`src/hw/rtl/vmsf_pkg.sv`:
```
// ----------------------------------------------------------------------------
// vmsf_pkg: shared types and constants
// Request layouts, configuration register map and mode encodings for the
// drive-mode safety supervisor.
// ----------------------------------------------------------------------------
package vmsf_pkg;

  localparam int TimeBits = 32;
  localparam int CfgBits  = 16;

  localparam logic [CfgBits-1:0] BootDelayReset = 16'd2000;
  localparam logic [CfgBits-1:0] HoldTimeReset  = 16'd1000;

  // configuration register indexes
  localparam logic CFG_BOOT_DELAY = 1'b0;
  localparam logic CFG_HOLD_TIME  = 1'b1;

  // host mode request codes
  localparam logic [1:0] CMD_MANUAL = 2'd0;
  localparam logic [1:0] CMD_AUTO   = 2'd1;

  // external mode codes
  localparam logic [2:0] CODE_INIT   = 3'd0;
  localparam logic [2:0] CODE_IDLE   = 3'd1;
  localparam logic [2:0] CODE_MANUAL = 3'd2;
  localparam logic [2:0] CODE_AUTO   = 3'd3;
  localparam logic [2:0] CODE_FAULT  = 3'd4;
  localparam logic [2:0] CODE_ESTOP  = 3'd5;

  typedef enum logic [5:0] {
    ST_INIT   = 6'b000001,
    ST_IDLE   = 6'b000010,
    ST_MANUAL = 6'b000100,
    ST_AUTO   = 6'b001000,
    ST_FAULT  = 6'b010000,
    ST_ESTOP  = 6'b100000
  } mode_state_t;

  typedef struct packed {
    logic [TimeBits-1:0] now_ms;
    logic                fault_any;
    logic                heartbeat_ok;
    logic                deadman_held;
    logic [1:0]          commanded_mode;
    logic                reverse_on;
    logic                brake_on;
    logic                pedal_on;
  } in_item_t;

  typedef struct packed {
    logic [2:0]          mode_code;
    logic                is_autonomous;
    logic                is_driving;
    logic [TimeBits-1:0] hold_start_ms;
    logic                mode_changed;
  } out_item_t;

  typedef struct packed {
    logic [CfgBits-1:0] boot_delay_ms;
    logic [CfgBits-1:0] hold_time_ms;
  } cfg_t;

  // one-hot state to external code
  function automatic logic [2:0] mode_to_code(mode_state_t st);
    logic [2:0] code;
    case (st)
      ST_INIT:   code = CODE_INIT;
      ST_IDLE:   code = CODE_IDLE;
      ST_MANUAL: code = CODE_MANUAL;
      ST_AUTO:   code = CODE_AUTO;
      ST_FAULT:  code = CODE_FAULT;
      ST_ESTOP:  code = CODE_ESTOP;
      default:   code = CODE_INIT;
    endcase
    return code;
  endfunction

endpackage

```
`src/hw/rtl/vmsf_cfg_regs.sv`:
```
// ----------------------------------------------------------------------------
// vmsf_cfg_regs: configuration registers
// Boot delay and dead-man hold time, written through a plain write port.
// ----------------------------------------------------------------------------
module vmsf_cfg_regs
  import vmsf_pkg::*;
(
  input  logic               clk,
  input  logic               rst,
  input  logic               cfg_we,
  input  logic               cfg_index,
  input  logic [CfgBits-1:0] cfg_data,
  output cfg_t               cfg
);

  cfg_t regs;

  // register writes, reset to the power-on timings
  always_ff @(posedge clk) begin
    if (rst) begin
      regs.boot_delay_ms <= BootDelayReset;
      regs.hold_time_ms  <= HoldTimeReset;
    end else if (cfg_we) begin
      case (cfg_index)
        CFG_BOOT_DELAY: regs.boot_delay_ms <= cfg_data;
        CFG_HOLD_TIME:  regs.hold_time_ms  <= cfg_data;
        default: ;
      endcase
    end
  end

  assign cfg = regs;

endmodule

```
`src/hw/rtl/vmsf_mode_core.sv`:
```
// ----------------------------------------------------------------------------
// vmsf_mode_core: mode state machine
// Holds the mode and dead-man hold start, works out the next mode for one
// request and builds its result.
// ----------------------------------------------------------------------------
module vmsf_mode_core
  import vmsf_pkg::*;
(
  input  logic      clk,
  input  logic      rst,
  input  logic      step,
  input  in_item_t  item,
  input  cfg_t      cfg,
  output out_item_t res
);

  mode_state_t         mode;
  mode_state_t         mode_next;
  mode_state_t         forced;
  logic [TimeBits-1:0] hold_start;
  logic [TimeBits-1:0] hold_start_next;
  logic [TimeBits-1:0] hold_base;
  logic [TimeBits-1:0] hold_elapsed;
  logic                arm_ok;
  logic                leave_auto;

  // fault override comes first, then the normal transitions
  always_comb begin
    forced = mode;
    if (item.fault_any || (!item.heartbeat_ok && mode == ST_AUTO)) begin
      forced = ST_FAULT;
    end
  end

  assign arm_ok       = item.deadman_held && (item.commanded_mode == CMD_AUTO)
                        && !item.reverse_on;
  assign hold_base    = (hold_start == '0) ? item.now_ms : hold_start;
  assign hold_elapsed = item.now_ms - hold_base;
  assign leave_auto   = item.brake_on || item.pedal_on || !item.deadman_held
                        || (item.commanded_mode == CMD_MANUAL);

  always_comb begin
    mode_next       = forced;
    hold_start_next = hold_start;
    case (forced)
      ST_INIT: begin
        if (item.now_ms > TimeBits'(cfg.boot_delay_ms)) mode_next = ST_IDLE;
      end
      ST_IDLE: begin
        if (item.heartbeat_ok) mode_next = ST_MANUAL;
      end
      ST_MANUAL: begin
        if (arm_ok) begin
          hold_start_next = hold_base;
          if (hold_elapsed > TimeBits'(cfg.hold_time_ms)) mode_next = ST_AUTO;
        end else begin
          hold_start_next = '0;
        end
      end
      ST_AUTO: begin
        if (leave_auto) mode_next = ST_MANUAL;
      end
      ST_FAULT: begin
        if (item.heartbeat_ok && !item.deadman_held) mode_next = ST_IDLE;
      end
      default: ;
    endcase
  end

  // state update on each request
  always_ff @(posedge clk) begin
    if (rst) begin
      mode       <= ST_INIT;
      hold_start <= '0;
    end else if (step) begin
      mode       <= mode_next;
      hold_start <= hold_start_next;
    end
  end

  // result for this request
  always_comb begin
    res.mode_code     = mode_to_code(mode_next);
    res.is_autonomous = (mode_next == ST_AUTO);
    res.is_driving    = (mode_next == ST_AUTO) || (mode_next == ST_MANUAL);
    res.hold_start_ms = hold_start_next;
    res.mode_changed  = (mode_next != mode);
  end

`ifndef SYNTHESIS
  // mode register always one-hot
  a_mode_onehot: assert property (@(posedge clk) disable iff (rst) $onehot(mode))
    else $error("mode register not one-hot");

  // hold start only moves while in manual
  a_hold_only_manual: assert property (@(posedge clk) disable iff (rst)
    (step && forced != ST_MANUAL) |=> $stable(hold_start))
    else $error("hold start changed outside manual");

  // estop is never entered
  a_no_estop: assert property (@(posedge clk) disable iff (rst) mode != ST_ESTOP)
    else $error("estop entered");
`endif

endmodule

```
`src/hw/rtl/vehicle_mode_safety_fsm.sv`:
```
// ----------------------------------------------------------------------------
// vehicle_mode_safety_fsm: drive-mode safety supervisor, top level
// Datapath: input register, then result register after the mode logic.
// Throughput: one request per cycle; the input stage advances whenever the
// result register is empty or being taken.
// Reset: synchronous, active high; mode to init, hold start to zero, timings
// to 2000 ms boot delay and 1000 ms hold time, both stages emptied.
// ----------------------------------------------------------------------------
module vehicle_mode_safety_fsm
  import vmsf_pkg::*;
(
  input  logic               clk,
  input  logic               rst,
  input  logic               in_valid,
  output logic               in_ready,
  input  in_item_t           in_data,
  output logic               out_valid,
  input  logic               out_ready,
  output out_item_t          out_data,
  input  logic               cfg_we,
  input  logic               cfg_index,
  input  logic [CfgBits-1:0] cfg_data
);

  cfg_t      cfg;
  in_item_t  item;
  logic      item_valid;
  logic      advance;
  out_item_t res;
  out_item_t result;
  logic      result_valid;

  vmsf_cfg_regs u_cfg (
    .clk       (clk),
    .rst       (rst),
    .cfg_we    (cfg_we),
    .cfg_index (cfg_index),
    .cfg_data  (cfg_data),
    .cfg       (cfg)
  );

  // stage handshake
  assign advance  = item_valid && (!result_valid || out_ready);
  assign in_ready = !item_valid || advance;

  // input register
  always_ff @(posedge clk) begin
    if (rst) begin
      item_valid <= 1'b0;
    end else if (in_ready) begin
      item_valid <= in_valid;
    end
  end

  always_ff @(posedge clk) begin
    if (in_ready && in_valid) begin
      item <= in_data;
    end
  end

  vmsf_mode_core u_core (
    .clk  (clk),
    .rst  (rst),
    .step (advance),
    .item (item),
    .cfg  (cfg),
    .res  (res)
  );

  // result register
  always_ff @(posedge clk) begin
    if (rst) begin
      result_valid <= 1'b0;
    end else if (advance) begin
      result_valid <= 1'b1;
    end else if (out_ready) begin
      result_valid <= 1'b0;
    end
  end

  always_ff @(posedge clk) begin
    if (advance) begin
      result <= res;
    end
  end

  assign out_valid = result_valid;
  assign out_data  = result;

`ifndef SYNTHESIS
  // flag bits agree with the reported mode
  a_flags_match: assert property (@(posedge clk) disable iff (rst)
    out_valid |-> (out_data.is_autonomous == (out_data.mode_code == CODE_AUTO)) &&
                  (out_data.is_driving == ((out_data.mode_code == CODE_AUTO) ||
                                           (out_data.mode_code == CODE_MANUAL))))
    else $error("result flags disagree with mode code");

  // a stalled result blocks a waiting input request
  a_stall_blocks: assert property (@(posedge clk) disable iff (rst)
    (item_valid && out_valid && !out_ready) |-> !in_ready)
    else $error("input accepted while both stages are full");

  // a stalled result is not overwritten
  a_result_held: assert property (@(posedge clk) disable iff (rst)
    (out_valid && !out_ready) |=> (out_valid && $stable(out_data)))
    else $error("stalled result lost or changed");
`endif

endmodule
```
`config.mk`:
```
export PLATFORM = sky130hd
export DESIGN_NAME = vehicle_mode_safety_fsm
export DESIGN_NICKNAME = d
export VERILOG_FILES = /design/src/hw/rtl/vmsf_pkg.sv /design/src/hw/rtl/vmsf_cfg_regs.sv /design/src/hw/rtl/vmsf_mode_core.sv /design/src/hw/rtl/vehicle_mode_safety_fsm.sv
export SDC_FILE = /design/constraint.sdc
export NUM_CORES = 1
export LEC_CHECK = 0
export BUFFER_PORTS_ARGS = -buffer_cell sky130_fd_sc_hd__buf_2
export CORE_ASPECT_RATIO = 0.8
export CORE_MARGIN = 10
export CORE_UTILIZATION = 56
export DETAILED_ROUTE_END_ITERATION = 8
export PLACE_DENSITY = 0.78
export SKIP_CTS_REPAIR_TIMING = 1
export SYNTH_ARGS = -nofsm -noshare
export SYNTH_HDL_FRONTEND = slang
export SYNTH_HIERARCHICAL = 1
export SYNTH_SLANG_ARGS = --single-unit
```
`constraint.sdc`:
```
create_clock -name clk -period 6.6 [get_ports clk]
set_input_delay 0.66 -clock clk [delete_from_list [all_inputs] [get_ports clk]]
set_output_delay 0.66 -clock clk [all_outputs]
set_load 0.02 [all_outputs]
```
---- Word-level counts from Yosys, hierarchy flattened ----
Cells that the tools add are included.
cells by class
  add/subtract/negate cells ............... 1
  bitwise logic cells ..................... 1
  $lt $le $gt $ge ......................... 2
  reductions and logical operators ........ 23
  equality and inequality tests ........... 13
  muxes and demuxes ....................... 14
operators by type and width
  cell                  count
  $mux W32              3
  $gt A32 B16 Y1        2
  $mux W6               7
  $logic_not A32 Y1     1
  $sub A32 B32 Y32      1
  $pmux W6 S5           1
  $eq A6 B4 Y1 const B  3
  $pmux W3 S5           1
  $eq A6 B2 Y1 const B  2
  $eq A6 B3 Y1 const B  2
  $eq A6 B5 Y1 const B  2
  $logic_or A1 B1 Y1    7
  $eq A6 B1 Y1 const B  1
  $eq A6 B6 Y1 const B  1
  $logic_and A1 B1 Y1   6
  $ne A6 B6 Y1          1
  $logic_not A1 Y1      5
  $reduce_and A2 Y1     2
  $eq A2 B1 Y1 const B  1
  $logic_not A2 Y1      1
  $mux W1               2
  $reduce_bool A2 Y1    1
  $not A1 Y1            1
storage, ports and cells
  input bits .............................. 62
  logic and storage cells ................. 73
  register bits after elaboration ......... 150
  output and inout bits ................... 40

---- Logic depth before layout (Yosys ltp) ----
Gate-level depths: netlist of the first run.
  depth in word-level cells ............... 9
  gate-level depth with buffers ........... 25
  gate-level depth less buffers ........... 24

---- Cells and area by module ----
The synthesis of the first run kept the hierarchy.
modules (own cells, without submodules)
  module                   instances  sequential area each (um^2)  area each (um^2)  cells each
  vmsf_mode_core           1          760.7                        5555.3            804
  vehicle_mode_safety_fsm  1          2382.3                       2446.1            88
  vmsf_cfg_regs            1          640.6                        1326.3            128

---- Least setup slack after synthesis of the first run ----
No wires, ideal clock.
  kind .................................... register to register
  from .................................... reg u_core.hold_start[11]
  to ...................................... reg result, in the netlist out_data[34], data pin
  data arrival time ....................... 5.347 ns
  cell stages (with the launch flop) ...... 25
  slack ................................... 0.995 ns
  setup time .............................. 0.258 ns
  path buffers ............................ 1
  required time ........................... 6.342 ns
  period minus slack after synthesis ...... 5.605 ns
  cell sequence ........................... dfxtp_1 -> nor4_1 -> nand4_1 -> nor2_1 -> clkbuf_1 -> a21oi_1 -> inv_1 -> ha_1 -> inv_1 -> fa_1 -> a21o_1 -> a221o_1 -> a21oi_1 -> xnor2_1 -> ha_1 -> nand4_1 -> nor2_1 -> a221o_1 -> o31a_1 -> or4_1 -> or4_1 -> nor4b_2 -> a21oi_1 -> a21oi_1 -> nor4_1
RTL lines
  item                      line                           RTL
  start: declaration        vmsf_mode_core.sv:20           logic [TimeBits-1:0] hold_start;
  start signal: assignment  vmsf_mode_core.sv:77           hold_start <= hold_start_next;
  end signal: assignment    vehicle_mode_safety_fsm.sv:83  result <= res;
  end: declaration          vehicle_mode_safety_fsm.sv:30  out_item_t result;

==> metrics.md, run 1 <==
| Metric | Value |
|---|---|
| Outcome | `finished, final reports clean` |
| Port Buffer Count | `between 100 and 150` |
| Top_reg_cell synth | `edfxtp_1` |
| Fin crit period | `about 6.3 ns` |
| Crit path largest cell delay | `about 0.53 ns` |
| Clock Pin Slew Worst Setup and Hold Paths | `~0.06 ns` |
| R2R Path End | `out_data[34]` |
| Warnings from Yosys | `6` |
| Syn avg cell area | `~9.1 um2` |
| Critical path type | `reg -> reg` |
| Layout Nets | `roughly 1200` |
| Met3 Usage GRT | `roughly 6.9%` |
| Drt pass-1 iters | `5` |
| CTS Root Cell | `clkbuf_16` |
| Clk Latency, worst-skew pair | `~0.42 ns` |
| Met1 Resource Use GR | `approximately a third` |
| Finish-stage setup viols | `0` |
| Synth area leader | `edfxtp_1` |
| Unrepaired setup endpoints after global routing | `no` |
| Slew at the pin closest to its max-slew limit | `0.989 ns` |
| Final core occ | `roughly 64%` |
| Post-DP HPWL | `18600 um` |
| Via-per-instance ratio | `6.14` |
| Io pins | `about 100` |
| Max H-tree Level | `4` |
| Clock Path Buffers | `2` |
| CP startpoint | `u_core/hold_start[31]` |
| Final ANT Viol Nets | `0` |
| Slew Viols, Final | `0` |
| Clk sinks | `150` |
| Max-Cap Viols | `0` |
| Met2 Resource Use GR | `around a third` |
| CTS tree | `yes` |
| WL/cell | `between 15 and 20 um` |
| Startpoint Class | `flip-flop` |
| Hold path start | `in_data[27]` |
| Initial Util | `between 50 and 60%` |
| FP Rows | `42` |
| Hold Path Class | `in -> reg` |
| DRT iter0 DRCs | `1035` |
| Slew HR | `approximately a third` |
| PwrDens | `240 nW/um2` |
| Cell Area, Synth | `between 9000 and 10000 um2` |
| Largest net degree at the start of global routing | `89` |
| Slowest-stage cell, CP | `or4_1` |
| Leak | `between 4 and 5 nW` |
| Post-Route WL | `25300 um` |
| Post-synth EDFFs | `between 70 and 80` |
| DRC Markers | `0` |
| Kind of end point of the critical path | `flip-flop` |
| Netlist cell types | `79` |
| Die area | `roughly 22000 um2` |
| First-pass GRT wire length | `between 40000 and 50000 um` |
| Grt peak-use layer | `met2` |
| Hold EP | `item[27]` |
| Post-synth ARST share | `0%` |
| Setup TNS | `0 ns` |
| FF-to-FF setup slack | `around 0.32 ns` |
| Cell mode on critical path | `a21oi_1` |
| Share of layout cells above drive strength 1 | `14.9%` |
| Top post-synthesis cells by area | `edfxtp_1, dfxtp_1, ha_1` |
| WHS Path Cells | `1` |
| CP max FO | `32` |
| Tcrit/Tclk final | `between 90% and 100%` |
| GRT Residual Overflow | `0` |
| Sequential cell area fraction in the yosys report | `between 40% and 50%` |
| Final Skew | `about 0.0088 ns` |
| Worst EP arrival | `~6.5 ns` |
| Antenna diodes | `0` |
| Via Count | `about 8000` |
| Synth Instances | `approximately 1000` |
| Initial antenna violation count | `0` |
| Flops & latches, synth | `150` |
| Vias in the first global route | `~7600` |
| Die height | `between 100 and 150 um` |
| Final hold vios | `0` |
| Fmax | `~0.16 GHz` |
| Placer Congestion | `1.03` |
| Worst path required time | `6.77 ns` |
| Area grow syn2layout | `12.8%` |
| Total core area | `16400 um2` |
| CTS Buf Count | `17` |
| Max rail drop VDD | `~0.18 mV` |
| Die Wd | `about 160 um` |
| GRT Total Usage | `22.5%` |
| FF-to-FF Start | `u_core/hold_start[31]` |
| Top cell type's share of synthesized area | `about 25%` |
| Final Power | `2.52 mW` |
| Worst reg2reg path depth | `26` |
| Post-Syn Nets | `around 1100` |
cells in the final DEF (no fill, tap or decap), types with 12 or more instances in the layout:
master,netlist,final
mux2i_1,61,61
o21a_1,13,13
o21ai_0,64,64
nand2_1,87,87
clkbuf_16,0,17
dfxtp_1,72,72
o211ai_1,12,12
a21oi_1,90,90
buf_2,8,101
nor3_1,13,13
nand2b_1,42,42
a211oi_1,15,15
nor2_1,99,98
inv_1,51,51
xnor2_1,12,12
nand3_1,15,15
nand4_1,25,25
edfxtp_1,78,78
nor4_1,17,14
ha_1,63,63
a21o_1,16,16
cell usage after synthesis (4+ instances only):
| master | number |
|---|---|
| nand4_1 | 25 |
| nor4b_1 | 4 |
| nand3_1 | 15 |
| mux2i_1 | 61 |
| buf_6 | 5 |
| nor3b_1 | 4 |
| o211ai_1 | 12 |
| a21oi_1 | 90 |
| o21ai_0 | 64 |
| or3_1 | 4 |
| nor3_1 | 13 |
| a211o_1 | 4 |
| and3_1 | 4 |
| nand2_1 | 87 |
| nand2b_1 | 42 |
| ha_1 | 63 |
| nor2_1 | 99 |
| or4_1 | 6 |
| or2_2 | 7 |
| inv_1 | 51 |
| o31a_1 | 4 |
| a211oi_1 | 15 |
| nor4_1 | 17 |
| buf_1 | 4 |
| xor2_1 | 5 |
| a21o_1 | 16 |
| o31ai_1 | 4 |
| dfxtp_1 | 72 |
| a22oi_1 | 6 |
| o21ai_1 | 5 |
| clkbuf_1 | 32 |
| edfxtp_1 | 78 |
| xnor2_1 | 12 |
| o21a_1 | 13 |
| buf_2 | 8 |
metal layers:
metal  up-vias  wire length (um)
li1       3904                 -
met1      3789             11500
met2       427             10700
met3        35              2700
met4         0               397
met5         -                 0
registers in the layout, indices dropped and copies added (netlist names):
name,count
u_core/mode,6
u_core/hold_start,32
item,40
u_cfg/cfg,32
out_data,38
out_valid,1
item_valid,1
cells by family after synthesis:
logic type | share of synthesized area (%)
muxes | 6.55
AOI/OAI and AO/OA | 18.6
xor gates and xnor gates | 1.60
and+or+nand+nor | 19.2
buffers and inverters | 4.86
adders and majority gates | 8.67
DFF | 40.6
per-stage QoR:
step	instances	hold WS [ns]	setup slack, ns	instance area (um2)
floorplan	1020	0.435	0.995	9330
global placement	1296	0.449	0.347	9920
detailed placement	1296	0.456	0.332	9920
CTS	1328	0.394	0.240	10500
global route	1329	0.395	0.00422	10500
finish	1329	0.406	0.323	10500
power by group:
part | leakage, nW | switching [mW] | internal [mW] | total [mW]
clock network | 0.273 | 0.415 | 0.538 | 0.953
registers | 1.33 | 0.0303 | 1.02 | 1.05
logic | 2.60 | 0.318 | 0.198 | 0.516
total | 4.20 | 0.764 | 1.76 | 2.52
final cells by class:
class                   count  area [um2]
inverters                  51         191
flip-flops and latches    150        3780
well taps                 220         275
clock inverters            14         138
clock buffers              18         439
repair buffers            109         578
fillers                  1341        5930
multi-input cells         767        5110
critical path, delay by kind of cell, from the launching register on:
kind,cells,cell delay (ns)
XOR/XNOR,1,0.14
buffers and inverters,4,0.51
AND/OR/NAND/NOR,9,2.09
adder cells (fa/ha/maj),3,0.80
AO/OA/AOI/OAI,9,2.07
flip-flops,1,0.39
how the worst max path moves through the flow:
| stage | endpoint | cells past startpoint |
|---|---|---|
| 6_report | out_data[34] | 26 |
| 3_3_place_gp | out_data[34] | 25 |
| 4_1_cts | out_data[0] | 25 |
| 2_1_floorplan | out_data[34] | 24 |
| 3_5_place_dp | out_data[34] | 25 |
| 5_1_grt | out_data[34] | 26 |
Note: power is estimated with default switching activity, not from simulation.
==> run 2, diff against run 1 <==
--- a/config.mk
+++ b/config.mk
@@ -10,7 +10,7 @@
 export CORE_MARGIN = 10
 export CORE_UTILIZATION = 56
 export DETAILED_ROUTE_END_ITERATION = 8
-export PLACE_DENSITY = 0.78
+export PLACE_DENSITY_LB_ADDON = 0.1
 export SKIP_CTS_REPAIR_TIMING = 1
 export SYNTH_ARGS = -nofsm -noshare
 export SYNTH_HDL_FRONTEND = slang
==> run 2 against run 1 <==
Sequential share of layout area fell by 0.19 points. Routed wire length rose by 4.5%. Final cell count rose by 0.45%. Largest cell class unchanged. Clock skew rose by 0.00094 ns. Clock power fell by 0.8%. First-iteration DRC count fell by 5.6%. Critical path depth fell by 3. Die area did not move. Final area rose by 0.54%. Via count rose by 0.91%. Register-to-register slack got worse by 0.12 ns. Sequential power barely moved.
==> metrics.md, run 2 (synthesis results as in run 1) <==
| Metric | Value |
|---|---|
| Switching pwr | `0.769 mW (+0.70%)` |
| Initial antenna violation count | `0 (unchanged)` |
| Placer Congestion | `0.992 (-3.8%)` |
| DRT iter0 DRCs | `977 (-5.6%)` |
| CTS Buf Count | `17 (unchanged)` |
| Initial Util | `56.7% (unchanged)` |
| Clk Latency, worst-skew pair | `0.43 ns (about the same)` |
| Largest register FFs | `40 (unchanged)` |
| Cell mode on critical path | `a21oi_1` |
| FF-to-FF Start | `u_core/hold_start[3]` |
| Uppermost routed layer | `met5` |
| WHS Path Cells | `1 (unchanged)` |
| Clock Pin Slew Worst Setup and Hold Paths | `0.07 ns (about the same)` |
| Slew HR | `30.0% (-4.1 points)` |
| WP buf/inv | `2 (-2)` |
| CP max FO | `29 (-9.4%)` |
| PwrDens | `238 nW/um2 (-0.54%)` |
| Total core area | `16400 um2 (unchanged)` |
| Crit-path leading delay family | `simple AND/OR/NAND/NOR gates` |
| Area grow syn2layout | `13.4%` |
| Pre-CTS setup slack | `0.181 ns (-0.151 ns)` |
| Worst path required time | `6.76 ns (about the same)` |
| Final WS setup | `0.207 ns (-0.116 ns)` |
| Max-Cap Viols | `0 (unchanged)` |
| Final hold vios | `0 (unchanged)` |
| Leak | `4.25 nW (+1.1%)` |
| Via Count | `8229 (+0.91%)` |
| Share of layout cells above drive strength 1 | `15.3% (+0.46 points)` |
| Port Buffer Count | `101 (unchanged)` |
| Final Skew | `0.00974 ns (+0.000939 ns)` |
| GRT Total Usage | `23.4% (+0.89 points)` |
| Finish-stage setup viols | `0 (unchanged)` |
| Share of total power in the clock network | `37.5% (-0.3 points)` |
| Slew Viols, Final | `0 (unchanged)` |
| Final Cell Area | `10600 um2 (+0.54%)` |
| DRT met1 WL | `12300 um (+7.0%)` |
| Die height | `135 um (unchanged)` |
| Drt pass-1 iters | `5 (unchanged)` |
| Slowest-stage cell, CP | `or4_1` |
| Hold path start | `in_data[18]` |
| Switch share | `30.5% (+0.21 points)` |
| Final core occ | `64.3% (+0.34 points)` |
| Max H-tree Level | `4 (unchanged)` |
| Biggest register | `item` |
| Io pins | `102 (unchanged)` |
| Hold Path Class | `in -> reg` |
| Dpl cell area | `9950 um2 (+0.30%)` |
| GRT Residual Overflow | `0 (unchanged)` |
| Via-per-instance ratio | `6.16 (+0.45%)` |
| WL/cell | `19.8 um (+4.1%)` |
| Commonest non-fill, non-tap cell in the layout | `buf_2` |
| Crit path largest cell delay | `0.55 ns (+0.02 ns)` |
| Startpoint Class | `flip-flop` |
| Outcome | `finished, final reports clean` |
| FP Rows | `42 (unchanged)` |
| R2R Path End | `out_data[0]` |
| FF-to-FF setup slack | `0.21 ns (-0.12 ns)` |
| Most frequent cells in the layout | `buf_2, nor2_1, a21oi_1, nand2_1, edfxtp_1` |
| Slew at the pin closest to its max-slew limit | `1.04 ns (+0.0519 ns)` |
| Comb pwr share | `20.8% (+0.3 points)` |
| Power share of the sequential group | `41.7% (about the same)` |
| CTS tree | `yes` |
| Fin crit period | `6.39 ns (+0.116 ns)` |
| DRC Markers | `0 (unchanged)` |
| Antenna diodes | `0 (unchanged)` |
| Largest net degree at the start of global routing | `89 (unchanged)` |
| Kind of end point of the critical path | `flip-flop` |
| Die area | `22300 um2 (unchanged)` |
| Hold EP | `item[18]` |
| Worst EP arrival | `6.55 ns (+0.10 ns)` |
| Layout Nets | `1228 (+0.49%)` |
| Post-Route WL | `26500 um (+4.5%)` |
| Int Power | `1.75 mW (-0.31%)` |
| Max rail drop VDD | `0.165 mV (-10%)` |
| CTS Root Cell | `clkbuf_16` |
| Vias in the first global route | `7649 (+0.71%)` |
| Critical path type | `reg -> reg` |
| Clock Path Buffers | `2 (unchanged)` |
| Met2 wire length | `10800 um (+1.0%)` |
| Post-DP HPWL | `19800 um (+6.2%)` |
| Fmax | `0.156 GHz (-1.8%)` |
| Final ANT Viol Nets | `0 (unchanged)` |
| CP cell instances | `nor4_1 > nand4_1 > buf_4 > nor2_4 > buf_12 > a21oi_1 > ha_1 > a21o_1 > a221o_1 > a21o_1 > a21oi_1 > xnor2_1 > ha_1 > nand4_1 > nor2_1 > a221o_1 > o31a_1 > or4_1 > or4_1 > nor4b_2 > a21oi_1 > nor2_1 > o21ai_0` |
| First-pass GRT wire length | `41500 um (+3.0%)` |
| Clk sinks | `150 (unchanged)` |
| Wire length on met3 | `2970 um (+9.8%)` |
| Die Wd | `164 um (unchanged)` |
| Hold slack final | `0.402 ns (-0.00426 ns)` |
| Tcrit/Tclk final | `96.9% (+1.8 points)` |
| Worst reg2reg path depth | `23 (-12%)` |
[run 2: worst max path at each step]
| stage | to | cells after the start | slack, ns | from |
|---|---|---|---|---|
| after floorplan | out_data[34] | 24 | 1.0 | u_core/hold_start[11] |
| after CTS | out_data[0] | 23 | 0.09 | u_core/hold_start[18] |
| final | out_data[0] | 23 | 0.21 | u_core/hold_start[3] |
| after global placement | out_data[34] | 22 | 0.36 | u_core/hold_start[18] |
| after detailed placement | u_core/mode[2] | 22 | 0.18 | u_core/hold_start[18] |
| after global routing | out_data[0] | 23 | -0.04 | u_core/hold_start[3] |
[run 2: final cells by class]
cell class,count,area (um2)
fill,1417,5870
multi-input combinational,767,5130
sequential,150,3780
timing repair buffer,115,623
clock buffer,18,429
tap,220,275
inverter,51,191
clock inverter,14,139
[run 2: metal layers]
metal | up-vias | GRT usage, %
li1 | 3923 | -
met1 | 3840 | 34.4
met2 | 437 | 32.3
met3 | 27 | 7.29
met4 | 2 | 5.70
met5 | - | 2.04
[run 2: through the flow]
stage               setup TNS (ns)  power (mW)  instances
floorplan                        0        1.43       1020
global placement                 0        1.57       1300
detailed placement               0        1.58       1300
CTS                              0        2.52       1332
global route               -0.0575        2.63       1335
finish                           0        2.52       1335
[run 2: power by group through the flow]
stage	Combinational (mW)	Sequential (mW)	Clock (mW)
global placement	0.501	1.07	0
detailed placement	0.504	1.07	0
finish	0.524	1.05	0.945
floorplan	0.362	1.07	0
CTS	0.509	1.05	0.957
global route	0.575	1.06	1.00
==> run 3, diff against run 2 <==
--- a/config.mk
+++ b/config.mk
@@ -8,7 +8,7 @@
 export BUFFER_PORTS_ARGS = -buffer_cell sky130_fd_sc_hd__buf_2
 export CORE_ASPECT_RATIO = 0.8
 export CORE_MARGIN = 10
-export CORE_UTILIZATION = 56
+export CORE_UTILIZATION = 60
 export DETAILED_ROUTE_END_ITERATION = 8
 export PLACE_DENSITY_LB_ADDON = 0.1
 export SKIP_CTS_REPAIR_TIMING = 1
==> constraint.sdc (replaced) <==
create_clock -name clk -period 6.8 [get_ports clk]
set_input_delay 0.68 -clock clk [delete_from_list [all_inputs] [get_ports clk]]
set_output_delay 0.68 -clock clk [all_outputs]
set_load 0.02 [all_outputs]
==> run 3 against run 2 <==
Register-to-register slack better by 0.20 ns. Largest power group unchanged. Fmax barely moved. Clock power fell by 3.5%. Core utilization increased by 5.1 points. Die area shrank 5.8%. Flip-flop and latch count unchanged. Count of clock-buffer cells in the layout is 1 higher. Non-clock buffer count is 7 lower. Final area fell by 0.85%. Critical path type unchanged.
==> metrics.md, run 3 (synthesis results as in run 1) <==
| Metric | Value |
|---|---|
| Register Area | `3780 um2 (unchanged)` |
| Share of layout cells above drive strength 1 | `14.4% (-0.90 points)` |
| Finish-stage setup viols | `0 (unchanged)` |
| CP max FO | `32 (+10%)` |
| Final ANT Viol Nets | `0 (unchanged)` |
| Die height | `132 um (-2.9%)` |
| Port Buffer Count | `101 (unchanged)` |
| Clock Pin Slew Worst Setup and Hold Paths | `0.06 ns (about the same)` |
| Via-per-instance ratio | `6.21 (+0.71%)` |
| Worst path required time | `6.97 ns (+0.21 ns)` |
| Clk sinks | `150 (unchanged)` |
| DRT iter0 DRCs | `1026 (+5.0%)` |
| Die Wd | `159 um (-3.0%)` |
| Commonest non-fill, non-tap cell in the layout | `buf_2` |
| R2R Path End | `out_data[34]` |
| Initial antenna violation count | `0 (unchanged)` |
| Kind of end point of the critical path | `flip-flop` |
| GRT Total Usage | `23.5% (+0.064 points)` |
| CTS Buf Count | `17 (unchanged)` |
| Fin crit period | `6.39 ns (+0.0000690 ns)` |
| Slew HR | `41.3% (+11 points)` |
| Worst reg2reg path depth | `25 (+8.7%)` |
| Tcrit/Tclk final | `94.0% (-2.8 points)` |
| Hold Path Class | `in -> reg` |
| Area grow syn2layout | `12.4%` |
| DRC Markers | `0 (unchanged)` |
| Most frequent cells in the layout | `buf_2, nor2_1, a21oi_1, nand2_1, edfxtp_1` |
| Unrepaired setup endpoints after global routing | `no` |
| Placer Congestion | `1.03 (+3.3%)` |
| FF-to-FF setup slack | `0.41 ns (+0.20 ns)` |
| Io pins | `102 (unchanged)` |
| Outcome | `finished, final reports clean` |
| Antenna diodes | `0 (unchanged)` |
| Max-Cap Viols | `0 (unchanged)` |
| Hold EP | `item[33]` |
| Die area | `21000 um2 (-5.8%)` |
| Startpoint Class | `flip-flop` |
| CTS tree | `yes` |
| Slew at the pin closest to its max-slew limit | `0.872 ns (-0.169 ns)` |
| Biggest register | `item` |
| Leak | `4.19 nW (-1.3%)` |
| Slowest-stage cell, CP | `or4_1` |
| Drt pass-1 iters | `8 (+3)` |
| Max rail drop VDD | `0.176 mV (+6.5%)` |
| WL/cell | `19.3 um (-2.8%)` |
| Setup TNS | `0 ns (unchanged)` |
| WP buf/inv | `3 (+1)` |
| PwrDens | `232 nW/um2 (-2.6%)` |
| Hold path start | `in_data[33]` |
| Pre-CTS setup slack | `0.433 ns (+0.252 ns)` |
| Final Skew | `0.0101 ns (+0.000319 ns)` |
| Slew Viols, Final | `0 (unchanged)` |
| Final WS setup | `0.407 ns (+0.200 ns)` |
| Crit path largest cell delay | `0.52 ns (-0.03 ns)` |
| Clk Latency, worst-skew pair | `0.43 ns (about the same)` |
| FF-to-FF Start | `u_core/hold_start[26]` |
| Hold slack final | `0.423 ns (+0.0217 ns)` |
| Via Count | `8182 (-0.57%)` |
| FP Rows | `40 (-4.8%)` |
| Largest net degree at the start of global routing | `89 (unchanged)` |
| Largest register FFs | `40 (unchanged)` |
| CTS Root Cell | `clkbuf_16` |
| Post-Route WL | `25400 um (-4.1%)` |
| Initial Util | `61.7% (+5.0 points)` |
| Clock Path Buffers | `2 (unchanged)` |
| Post-DP HPWL | `18900 um (-4.3%)` |
| Critical path type | `reg -> reg` |
| Fill cells | `1219 (-14%)` |
| GRT Residual Overflow | `0 (unchanged)` |
| Worst EP arrival | `6.56 ns (about the same)` |
| Final Power | `2.43 mW (-3.5%)` |
| Layout Nets | `1221 (-0.57%)` |
| First-pass GRT wire length | `40200 um (-2.9%)` |
| Crit-path leading delay family | `simple AND/OR/NAND/NOR gates` |
| Total core area | `15100 um2 (-8.1%)` |
| Final hold vios | `0 (unchanged)` |
| Vias in the first global route | `7502 (-1.9%)` |
| Max H-tree Level | `4 (unchanged)` |
| WHS Path Cells | `1 (unchanged)` |
| Fmax | `0.156 GHz (about the same)` |
| Footprint of the multi-input gates | `5110 um2 (-0.44%)` |
run 3: cell count changes in the layout (fill, tap and decap cells not counted), sizes merged:
| cell | delta |
|---|---|
| buf | -7 |
| inv | -6 |
| clkinv | +3 |
| bufinv | +1 |
| clkbuf | +1 |
| clkinvlp | +1 |
run 3: layout make-up:
cell class	count	area share, %
Tap cell	210	2.51
Sequential cell	150	36.1
Clock inverter	13	1.26
Multi-Input combinational cell	767	48.7
Clock buffer	19	4.13
Inverter	51	1.83
Timing Repair Buffer	108	5.44
run 3: how the worst max path moves through the flow:
stage,endpoint,slack (ns),startpoint,cells past startpoint
finish,out_data[34],0.41,u_core/hold_start[26],25
CTS,out_data[34],0.38,u_core/hold_start[3],24
detailed placement,out_data[34],0.43,u_core/hold_start[31],24
floorplan,out_data[34],1.20,u_core/hold_start[11],24
global placement,out_data[34],0.61,u_core/hold_start[31],24
global route,out_data[34],0.02,u_core/hold_start[18],25
run 3: metrics by stage:
step                cell area [um2]  util [%]  cells
floorplan                      9330         -   1020
global placement               9900      65.5   1285
detailed placement             9900      65.5   1285
CTS                           10500      69.2   1317
global route                  10500      69.4   1318
finish                        10500      69.4   1318
run 3: where the power goes:
group / internal [mW] / leakage, nW / switching [mW] / total (mW)
Sequential: 0.992 / 1.33 / 0.0297 / 1.02
Combinational: 0.191 / 2.60 / 0.309 / 0.501
Clock: 0.537 / 0.272 / 0.374 / 0.912
Total: 1.72 / 4.19 / 0.713 / 2.43
run 3: metal layers:
metal	share of wire, %	up-vias	GRT usage (%)
li1	-	3912	-
met1	46	3794	34.3
met2	41	441	32.7
met3	12	35	7.37
met4	1.2	0	5.86
met5	0	-	0
